<file path="src/rtl/atrkm_pkg.sv">
`timescale 1ns / 1ps

package atrkm_pkg;

  typedef enum logic [1:0] {
    OP_BYTE  = 2'd0,
    OP_TICK  = 2'd1,
    OP_REARM = 2'd2
  } opcode_t;

  typedef enum logic [1:0] {
    PH_ECHO    = 2'd0,
    PH_RESP    = 2'd1,
    PH_FOUND   = 2'd2,
    PH_TIMEOUT = 2'd3
  } phase_t;

  localparam int CFG_IDX_W  = 3;
  localparam int CFG_DATA_W = 64;
  localparam int TIME_W     = 18;
  localparam int KLEN_W     = 4;
  localparam int KEY_TEXT_W = 64;

  localparam logic [CFG_IDX_W-1:0] CFG_START_PHASE    = 3'd0;
  localparam logic [CFG_IDX_W-1:0] CFG_TIMEOUT_MS     = 3'd1;
  localparam logic [CFG_IDX_W-1:0] CFG_TIMEOUT_ENABLE = 3'd2;
  localparam logic [CFG_IDX_W-1:0] CFG_KEY_TEXT       = 3'd3;
  localparam logic [CFG_IDX_W-1:0] CFG_KEY_LENGTH     = 3'd4;

  localparam logic [7:0]        CH_LF   = 8'd10;
  localparam logic [7:0]        CH_CR   = 8'd13;
  localparam logic [TIME_W-1:0] TICK_MS = 18'd10;

endpackage

</file>
<file path="src/rtl/atrkm_match.sv">
`timescale 1ns / 1ps

module atrkm_match #(
  parameter int KEY_MAX = 8,
  parameter int CNT_W   = 8
) (
  input  logic [KEY_MAX*8-1:0]              window,
  input  logic [atrkm_pkg::KEY_TEXT_W-1:0]  key_text,
  input  logic [atrkm_pkg::KLEN_W-1:0]      key_len,
  input  logic [CNT_W-1:0]                  count,
  output logic                              match
);
  import atrkm_pkg::*;

  localparam int CW = (CNT_W > KLEN_W) ? CNT_W : KLEN_W;

  logic [KEY_MAX-1:0] eq [1:KEY_MAX];
  logic [KEY_MAX:1]   len_hit;
  logic               sel_hit;

  // For a key of length l, key character i must equal the byte received
  // l-1-i beats ago.
  for (genvar l = 1; l <= KEY_MAX; l++) begin : g_len
    for (genvar i = 0; i < KEY_MAX; i++) begin : g_chr
      if (i < l) begin : g_use
        assign eq[l][i] = (key_text[8*i +: 8] == window[8*(l-1-i) +: 8]);
      end else begin : g_pad
        assign eq[l][i] = 1'b1;
      end
    end
    assign len_hit[l] = &eq[l];
  end

  always_comb begin
    sel_hit = 1'b0;
    for (int l = 1; l <= KEY_MAX; l++) begin
      if (key_len == KLEN_W'(l)) begin
        sel_hit = len_hit[l];
      end
    end
  end

  assign match = sel_hit && (key_len != '0) && (CW'(count) >= CW'(key_len));

endmodule

</file>
<file path="src/rtl/at_response_key_matcher.sv">
`timescale 1ns / 1ps
// An input beat passes through an input register, then a result register, with the
// whole state update registered together with the result.
// Throughput: one item per cycle; while a result waits the input register
// takes one more beat, then the input stalls until the result is taken.
// Reset clears all configuration registers, the tracking state and both stages.

module at_response_key_matcher #(
  parameter int ECHO_BUF_SIZE  = 64,
  parameter int REPLY_BUF_SIZE = 256,
  parameter int KEY_MAX        = 8
) (
  input  logic                              clk,
  input  logic                              rst,
  input  logic                              s_tvalid,
  output logic                              s_tready,
  input  logic [7:0]                        s_tdata,   // [7:0] data_byte
  input  logic [1:0]                        s_tuser,   // [1:0] opcode
  output logic                              m_tvalid,
  input  logic                              m_tready,
  output logic [7:0]                        m_tdata,   // [1:0] phase, [2] overflow
  input  logic                              cfg_we,
  input  logic [atrkm_pkg::CFG_IDX_W-1:0]   cfg_index,
  input  logic [atrkm_pkg::CFG_DATA_W-1:0]  cfg_data
);
  import atrkm_pkg::*;

  localparam int ECHO_W  = $clog2(ECHO_BUF_SIZE);
  localparam int REPLY_W = $clog2(REPLY_BUF_SIZE);
  localparam int WIN_W   = KEY_MAX * 8;
  localparam logic [ECHO_W-1:0]  ECHO_LIMIT  = ECHO_W'(ECHO_BUF_SIZE - 2);
  localparam logic [REPLY_W-1:0] REPLY_LIMIT = REPLY_W'(REPLY_BUF_SIZE - 2);

  logic                  start_phase;
  logic [TIME_W-1:0]     timeout_ms;
  logic                  timeout_enable;
  logic [KEY_TEXT_W-1:0] key_text;
  logic [KLEN_W-1:0]     key_length;

  phase_t                cur_phase, cur_phase_next;
  logic [ECHO_W-1:0]     echo_count, echo_count_next;
  logic [REPLY_W-1:0]    reply_count, reply_count_next;
  logic [WIN_W-1:0]      recent_bytes, recent_bytes_next;
  logic                  key_seen, key_seen_next;
  logic [TIME_W-1:0]     time_left, time_left_next;

  logic                  in_valid;
  opcode_t               in_opcode;
  logic [7:0]            in_byte;
  logic                  advance;
  logic                  ovf_next;
  logic [KLEN_W-1:0]     len_in_use;
  logic [REPLY_W-1:0]    reply_inc;
  logic [WIN_W+7:0]      win_wide;
  logic [WIN_W-1:0]      win_shift;
  logic                  match;

  phase_t                out_phase;
  logic                  out_ovf;

  always_ff @(posedge clk) begin
    if (rst) begin
      start_phase    <= 1'b0;
      timeout_ms     <= '0;
      timeout_enable <= 1'b0;
      key_text       <= '0;
      key_length     <= '0;
    end else if (cfg_we) begin
      case (cfg_index)
        CFG_START_PHASE:    start_phase    <= cfg_data[0];
        CFG_TIMEOUT_MS:     timeout_ms     <= cfg_data[TIME_W-1:0];
        CFG_TIMEOUT_ENABLE: timeout_enable <= cfg_data[0];
        CFG_KEY_TEXT:       key_text       <= cfg_data[KEY_TEXT_W-1:0];
        CFG_KEY_LENGTH:     key_length     <= cfg_data[KLEN_W-1:0];
        default: ;
      endcase
    end
  end

  assign advance  = !m_tvalid || m_tready;
  assign s_tready = !in_valid || advance;

  always_ff @(posedge clk) begin
    if (rst) begin
      in_valid <= 1'b0;
    end else if (s_tvalid && s_tready) begin
      in_valid <= 1'b1;
    end else if (advance) begin
      in_valid <= 1'b0;
    end
  end

  always_ff @(posedge clk) begin
    if (s_tvalid && s_tready) begin
      in_opcode <= opcode_t'(s_tuser);
      in_byte   <= s_tdata;
    end
  end

  assign len_in_use = (KLEN_W'(KEY_MAX) < key_length) ? '0 : key_length;
  assign reply_inc  = reply_count + 1'b1;
  assign win_wide   = {recent_bytes, in_byte};
  assign win_shift  = win_wide[WIN_W-1:0];

  atrkm_match #(
    .KEY_MAX (KEY_MAX),
    .CNT_W   (REPLY_W)
  ) u_match (
    .window   (win_shift),
    .key_text (key_text),
    .key_len  (len_in_use),
    .count    (reply_inc),
    .match    (match)
  );

  always_comb begin
    cur_phase_next    = cur_phase;
    echo_count_next   = echo_count;
    reply_count_next  = reply_count;
    recent_bytes_next = recent_bytes;
    key_seen_next     = key_seen;
    time_left_next    = time_left;
    ovf_next          = 1'b0;
    case (in_opcode)
      OP_BYTE: begin
        if (in_byte != CH_LF) begin
          if (cur_phase == PH_ECHO) begin
            if (echo_count >= ECHO_LIMIT) begin
              ovf_next = 1'b1;
            end else begin
              echo_count_next = echo_count + 1'b1;
              if (in_byte == CH_CR) begin
                cur_phase_next = PH_RESP;
              end
            end
          end else begin
            if (reply_count >= REPLY_LIMIT) begin
              ovf_next = 1'b1;
            end else begin
              reply_count_next  = reply_inc;
              recent_bytes_next = win_shift;
              key_seen_next     = key_seen || match;
              if ((len_in_use != '0) && (key_seen || match)) begin
                cur_phase_next = PH_FOUND;
              end
            end
          end
        end
      end
      OP_TICK: begin
        if ((time_left != '0) && timeout_enable) begin
          if (time_left > TICK_MS) begin
            time_left_next = time_left - TICK_MS;
          end else begin
            time_left_next = '0;
            cur_phase_next = PH_TIMEOUT;
          end
        end
      end
      OP_REARM: begin
        cur_phase_next    = start_phase ? PH_RESP : PH_ECHO;
        time_left_next    = timeout_ms;
        echo_count_next   = '0;
        reply_count_next  = '0;
        recent_bytes_next = '0;
        key_seen_next     = 1'b0;
      end
      default: ;
    endcase
  end

  always_ff @(posedge clk) begin
    if (rst) begin
      cur_phase    <= PH_ECHO;
      echo_count   <= '0;
      reply_count  <= '0;
      recent_bytes <= '0;
      key_seen     <= 1'b0;
      time_left    <= '0;
      m_tvalid     <= 1'b0;
    end else if (advance) begin
      m_tvalid <= in_valid;
      if (in_valid) begin
        cur_phase    <= cur_phase_next;
        echo_count   <= echo_count_next;
        reply_count  <= reply_count_next;
        recent_bytes <= recent_bytes_next;
        key_seen     <= key_seen_next;
        time_left    <= time_left_next;
      end
    end
  end

  always_ff @(posedge clk) begin
    if (advance && in_valid) begin
      out_phase <= cur_phase_next;
      out_ovf   <= ovf_next;
    end
  end

  assign m_tdata = {5'd0, out_ovf, out_phase};

endmodule

</file>
<file path="config.mk">
export PLATFORM = sky130hd
export DESIGN_NAME = at_response_key_matcher
export DESIGN_NICKNAME = d
export VERILOG_FILES = /design/src/rtl/atrkm_pkg.sv /design/src/rtl/atrkm_match.sv /design/src/rtl/at_response_key_matcher.sv
export SDC_FILE = /design/constraint.sdc
export NUM_CORES = 1
export LEC_CHECK = 0
export BUFFER_PORTS_ARGS = -buffer_cell sky130_fd_sc_hd__buf_2
export CAP_MARGIN = 30
export CELL_PAD_IN_SITES_DETAIL_PLACEMENT = 1
export CELL_PAD_IN_SITES_GLOBAL_PLACEMENT = 1
export CORE_UTILIZATION = 45
export DETAILED_ROUTE_END_ITERATION = 10
export GPL_TIMING_DRIVEN = 0
export PLACE_DENSITY = 0.8
export SLEW_MARGIN = 20
export SYNTH_ARGS = -nofsm -noshare
export SYNTH_HDL_FRONTEND = slang
export SYNTH_HIERARCHICAL = 1
export SYNTH_SLANG_ARGS = --single-unit
</file>
<file path="constraint.sdc">
create_clock -name clk -period 5.65 [get_ports clk]
set_clock_uncertainty 0.15 [all_clocks]
set_input_delay 1.13 -clock clk [delete_from_list [all_inputs] [get_ports clk]]
set_output_delay 1.13 -clock clk [all_outputs]
set_load 0.01 [all_outputs]
</file>
**Yosys cells after proc, flatten, opt, wreduce, memory -nomap -nowiden**

Cells that the tools add are included.

- Register bits: 194
- Input bits: 82
- Output and inout port bits: 10
- Logic and storage cells: 162

- $add $sub $neg: 3
- Order comparisons: 5
- Eq/ne operators: 58
- Multiplexer cells: 43
- Reduce and logical (&&, ||, !) cells: 36

Operator list:

| kind | number |
|---|---|
| == test 8 bit | 36 |
| 2-to-1 mux 56 bit | 3 |
| case mux 56 bit (2 select lines) | 1 |
| 2-to-1 mux 18 bit | 2 |
| case mux 18 bit (2 select lines) | 1 |
| 2-to-1 mux 8 bit | 3 |
| > comparator 18 x 4 -> 1 bit, second input constant | 1 |
| 2-to-1 mux 6 bit | 3 |
| AND reduction 6 bit | 3 |
| nonzero test 18 bit | 1 |
| subtractor 18 x 4 -> 18 bit, second input constant | 1 |
| 2-to-1 mux 1 bit | 17 |
| == test 4 x 3 -> 1 bit, second input constant | 4 |
| 2-to-1 mux 2 bit | 8 |
| case mux 8 bit (2 select lines) | 1 |
| AND reduction 2 bit | 8 |
| != test 2 bit, second input constant | 6 |
| case mux 6 bit (2 select lines) | 1 |
| adder 8 x 1 -> 8 bit, second input constant | 1 |
| == test 4 x 2 -> 1 bit, second input constant | 2 |
| == test 8 x 4 -> 1 bit, second input constant | 1 |
| >= comparator 8 x 4 -> 1 bit | 1 |
| >= comparator 8 bit, second input constant | 1 |
| != test 8 x 4 -> 1 bit, second input constant | 1 |
| other kinds (25) | 38 |

**Longest topological paths before layout**

- Word-level depth: 20
- Gate-level depth with buffers: 14
- Mapped depth without buffers: 14

**Cells and area by module**

The synthesis kept the hierarchy.

Modules (own cells, without submodules):

| module | times used | cells an instance | area each (sq um) | sequential area each (sq um) |
|---|---|---|---|---|
| at_response_key_matcher | 1 | 1015 | 8257.9 | 4013.8 |
| atrkm_match | 1 | 485 | 3787.4 | 0.0 |

**Least setup slack after synthesis**

Ideal clock, no wire load.

- Kind: reg2reg
- Start: reg reply_count[2]
- End: reg out_phase[1], data pin
- Setup time: 268 ps
- Data arrival time: 2483 ps
- Data required time: 5232 ps
- Path slack: 2749 ps
- Cell stages (with the launch flop): 15
- Buffers on the path: 1
- Clock period less this slack: 2901 ps
- Cells stage by stage: dfxtp_1 buf_2 nand3_1 and2_1 or2_2 ha_1 or4_1 nor2_1 a22o_1 a21oi_1 o21ai_0 nor3_1 a41o_1 o31ai_1 a21oi_1

- Cells in the longest elaborated chain, start to end: 10
- Elaborated cells on any way between the ends: 11
- Those cells by class: 1 x add/sub; 2 x order compare; 5 x mux; 3 x reduce/logical

RTL lines:

| element | RTL line | text |
|---|---|---|
| start, declared | at_response_key_matcher.sv:42 | `logic [REPLY_W-1:0] reply_count, reply_count_next;` |
| start signal, assigned | at_response_key_matcher.sv:186 | `reply_count <= reply_count_next;` |
| adder 8 x 1 -> 8 bit | at_response_key_matcher.sv:101 | `assign reply_inc = reply_count + 1'b1;` |
| named net reply_inc[3] | at_response_key_matcher.sv:53 | `logic [REPLY_W-1:0] reply_inc;` |
| >= comparator 8 x 4 -> 1 bit | atrkm_match.sv:43 | `assign match = sel_hit && (key_len != '0) && (CW'(count) >= CW'(key_len));` |
| logical AND 1 bit | atrkm_match.sv:43 |  |
| named net match | at_response_key_matcher.sv:56 | `logic match;` |
| logical OR 1 bit | at_response_key_matcher.sv:143 | `if ((len_in_use != '0) && (key_seen \|\| match)) begin` |
| logical AND 1 bit | at_response_key_matcher.sv:143 |  |
| 2-to-1 mux 2 bit | at_response_key_matcher.sv:143 |  |
| 2-to-1 mux 2 bit | at_response_key_matcher.sv:137 | `if (reply_count >= REPLY_LIMIT) begin` |
| 2-to-1 mux 2 bit | at_response_key_matcher.sv:127 | `if (cur_phase == PH_ECHO) begin` |
| 2-to-1 mux 2 bit | at_response_key_matcher.sv:126 | `if (in_byte != CH_LF) begin` |
| case mux 2 bit (3 select lines) | at_response_key_matcher.sv:124 | `case (in_opcode)` |
| named net cur_phase_next[1] | at_response_key_matcher.sv:40 | `phase_t cur_phase, cur_phase_next;` |
| end signal, assigned | at_response_key_matcher.sv:196 | `out_phase <= cur_phase_next;` |
| end, declared | at_response_key_matcher.sv:58 | `phase_t out_phase;` |

The timed path passes the listed nets, and every way through them passes these cells.
A chain may end at the register's enable or synchronous reset.

**Worst setup path after layout**

- Start: reg recent_bytes[10]
- End: reg out_phase[0], data pin

- Cells in the longest elaborated chain, start to end: 17
- Elaborated cells on any way between the ends: 27
- Those cells by class: 6 x eq/ne; 11 x mux; 10 x reduce/logical

RTL lines:

| element | RTL line | text |
|---|---|---|
| start, declared | at_response_key_matcher.sv:43 | `logic [WIN_W-1:0] recent_bytes, recent_bytes_next;` |
| start signal, assigned | at_response_key_matcher.sv:187 | `recent_bytes <= recent_bytes_next;` |
| == test 8 bit | atrkm_match.sv:26 | `assign eq[l][i] = (key_text[8*i +: 8] == window[8*(l-1-i) +: 8]);` |
| AND reduction 3 bit | atrkm_match.sv:31 | `assign len_hit[l] = &eq[l];` |
| 2-to-1 mux 1 bit (5 in series) | atrkm_match.sv:37 | `if (key_len == KLEN_W'(l)) begin` |
| 2-to-1 mux 1 bit (*) | atrkm_match.sv:37 |  |
| logical AND 1 bit (*) (2 in series) | atrkm_match.sv:43 |  |
| named net match | at_response_key_matcher.sv:56 |  |
| logical OR 1 bit (*) | at_response_key_matcher.sv:143 |  |
| logical AND 1 bit (*) | at_response_key_matcher.sv:143 |  |
| 2-to-1 mux 2 bit (*) | at_response_key_matcher.sv:143 |  |
| 2-to-1 mux 2 bit (*) | at_response_key_matcher.sv:137 |  |
| 2-to-1 mux 2 bit (*) | at_response_key_matcher.sv:127 |  |
| 2-to-1 mux 2 bit (*) | at_response_key_matcher.sv:126 |  |
| case mux 2 bit (3 select lines) (*) | at_response_key_matcher.sv:124 |  |
| named net cur_phase_next[0] | at_response_key_matcher.sv:40 |  |

The timed path passes the listed nets; every way through them passes the cells marked *.

==> run metrics <==
initial antenna violation count 0; Core Rows 59; detailed-placement wirelength estimate 36.26 mm; Worst setup SP type register; violated checks design-rule violations; via count about 12000; largest family of logic cells by synthesized area XOR/XNOR gates; Total GRT Usage 0.3538; Syn Area/Cell about 8 um2; Post-Route Setup TNS 0 ps; number of library cell types mapped by synthesis just over 70; number of clock sinks 194; cts repair resizes 0; clk slew on worst S/H paths roughly 90 ps; Vert. Die Dim ~170 um; CTS tree built; Antenna Cells 0; Layout area overhead 12.00%; Async S/R FF share, synth 0; Fmax between 200 and 250 MHz; mux cell area share after synthesis 0.004155; nets@finish roughly 1700; global route overflow 0; Arr. time, crit path approximately 4200 ps; I/O Pins between 90 and 100; Synth Area in Simple Gates 0.2022; number of flops mapped to enable cells by yosys 13; final total power between 3000 and 4000 uW; root buffer cell clkbuf_16; dominant synthesized flop cell dfxtp_1; # H-tree levels 4; clock latency at the later pin of the worst-skew pair between 400 and 500 ps; Post-Synth Adder-Cell Area 0.01350; cell area after placement about 13000 um2; RSZ-0062 raised after global routing no; Routed WL 48.44 mm; Starting DRT DRC Count about 940; status finished, violations left; DRT antenna net count 0; leakage power 0.005168 uW; Hold Crit Class register to register; first-pass GRT wire length between 70 and 80 mm; synthesized cell area between 10000 and 15000 um2; slew margin rel. 0.4294; Initial Util 0.4609; largest net degree at the start of global routing 21; die area approximately 27000 um2; WL/cell roughly 25 um; core outline area approximately 26000 um2; residual DRC count 6; pwr dens ~220 nW/um2; setup violators final 0; RePlAce Congestion 1.039; Design Area, Final about 13000 um2; sequential area share after synthesis 0.3332; dpl ws about 1700 ps; Die Wd roughly 170 um; slew at the pin closest to its max-slew limit between 800 and 900 ps; Via density 6.094; #FFs+latches synth about 190; CTS Buf Count 17; synth warn 6; Slew Limit Fails 0; Synth Area in XOR/XNOR 0.2116; CP endpoint kind register; Final Cycle Share 0.7372; Longest Clk Path Bufs 2; Post-CTS Setup Inserts 0; Worst Hold Slack approximately 300 ps; compound-gate portion of the synthesized area 0.1580; CP required 5700 ps; Hold Fails Final Rpt 0; Pre-antenna DRT Iters 10; Mapped Cells 1500; Max IR drop VDD roughly 150 uV; Final min period 4165 ps; largest fanout on the critical path 6; Buffers on Ports 85; share of layout cells above drive strength 1 0.1283; final worst setup slack between 1000 and 1500 ps; number of max-cap violations 0; type of the worst setup path register to register; # hold bufs at CTS 0; vias in the first global route about 12000; fill count approximately 3300
[placed cells by master (no fill, tap or decap), types with 4 or more instances in the layout]
cell type | netlist | final
o21ai_0 | 77 | 77
o31ai_1 | 8 | 8
o32ai_1 | 8 | 8
nor4_1 | 39 | 39
a211oi_1 | 5 | 5
clkbuf_1 | 78 | 78
mux2i_1 | 5 | 5
edfxtp_1 | 13 | 13
or2_2 | 6 | 6
buf_4 | 9 | 9
buf_1 | 6 | 6
and2_1 | 4 | 4
conb_1 | 1 | 5
ha_1 | 13 | 13
nand2b_1 | 6 | 6
inv_1 | 30 | 30
xnor2_1 | 173 | 173
a311oi_1 | 5 | 5
nand4_1 | 107 | 107
xor2_1 | 118 | 118
and3_1 | 5 | 5
inv_8 | 0 | 6
nand2_1 | 205 | 205
clkbuf_16 | 0 | 17
a2111oi_0 | 4 | 4
dfxtp_1 | 181 | 181
or3_1 | 8 | 8
buf_6 | 15 | 15
o211ai_1 | 4 | 4
nor2_1 | 31 | 31
nand3_1 | 24 | 24
nor2b_1 | 7 | 7
a21oi_1 | 182 | 182
a31oi_1 | 6 | 6
nor3_1 | 16 | 16
or4_1 | 4 | 4
o21a_1 | 5 | 5
buf_2 | 44 | 129
[where the power goes]
| part | total (uW) | internal [uW] | switching (uW) |
|---|---|---|---|
| combinational | 351 | 120 | 232 |
| sequential | 1430 | 1400 | 23.2 |
| clock | 1250 | 595 | 652 |
| total | 3020 | 2120 | 907 |
[registers in the layout, summed over array words and instances, names as in the netlist, 4 cells and up]
name	flops
key_text	64
recent_bytes	56
time_left	18
timeout_ms	18
in_byte	8
reply_count	8
echo_count	6
key_length	4
[logic make-up after synthesis]
group / after synthesis
buf+inv: 186
simple gates: 480
xor+xnor: 291
fa+ha+maj: 13
other cells: 1
flops: 194
compound gates: 330
mux: 5
[worst paths after layout]
check	startpoint	slack [ps]	endpoint	cells after the start
setup reg to reg	recent_bytes[10]$_SDFFE_PP0P_	1480	out_phase[0]$_DFFE_PP_	13
hold / removal	key_text[21]$_SDFFE_PP0P_	300	key_text[21]$_SDFFE_PP0P_	2
hold reg to reg	key_text[21]$_SDFFE_PP0P_	300	key_text[21]$_SDFFE_PP0P_	2
setup / recovery	recent_bytes[10]$_SDFFE_PP0P_	1480	out_phase[0]$_DFFE_PP_	13
[Yosys cell counts, drive strengths merged (5+ instances only)]
library cell,n,share of area
nand2,206,0.064
a21oi,182,0.076
dfxtp,181,0.30
xnor2,173,0.13
xor2,118,0.086
nand4,107,0.056
clkbuf,80,0.026
o21ai,79,0.034
buf,75,0.041
nor4,42,0.024
inv,31,0.0097
nor2,31,0.0097
nand3,24,0.010
nor3,17,0.0075
edfxtp,13,0.032
ha,13,0.014
o32ai,11,0.0099
or3,9,0.0051
o31ai,8,0.0050
a31oi,7,0.0042
nor2b,7,0.0036
nand2b,6,0.0031
or2,6,0.0031
a211oi,5,0.0031
a311oi,5,0.0036
and3,5,0.0026
mux2i,5,0.0042
o21a,5,0.0031
or4,5,0.0034
[metal layers]
metal / share of wire / vias to the layer above / GRT usage
li1: - / 5412 / -
met1: 0.41 / 5842 / 0.4325
met2: 0.47 / 504 / 0.6022
met3: 0.065 / 162 / 0.05639
met4: 0.053 / 0 / 0.1808
met5: 0 / - / 0
[metrics by stage]
stage               std cells  utilization
floorplan                1504            -
global placement         1924       0.4938
detailed placement       1924       0.4938
CTS                      1956       0.5162
global route             1956       0.5162
finish                   1956       0.5162
[worst max-delay path: stages, from the launching register on]
cell and delay (ps):
dfxtp_1 360, clkbuf_1 650, xnor2_1 190, nand4_1 140
nor4_1 530, nand2_1 190, o22ai_1 270, a311oi_1 140
a21oi_1 340, o21ai_0 130, nor3_1 270, a31oi_1 170
a22oi_1 300, nand2_1 90
[area by class of cell]
type	instances	area, um2	share of cell area
sequential	194	4014	0.2975
tap	335	419.2	0.03107
buffer	155	810.8	0.06010
clock inverter	15	160.2	0.01187
inverter	31	116.4	0.008626
multi-input combinational	1124	7119	0.5277
timing repair buffer	85	425.4	0.03153
clock buffer	17	425.4	0.03153
Power figures use the tool's default switching activity.
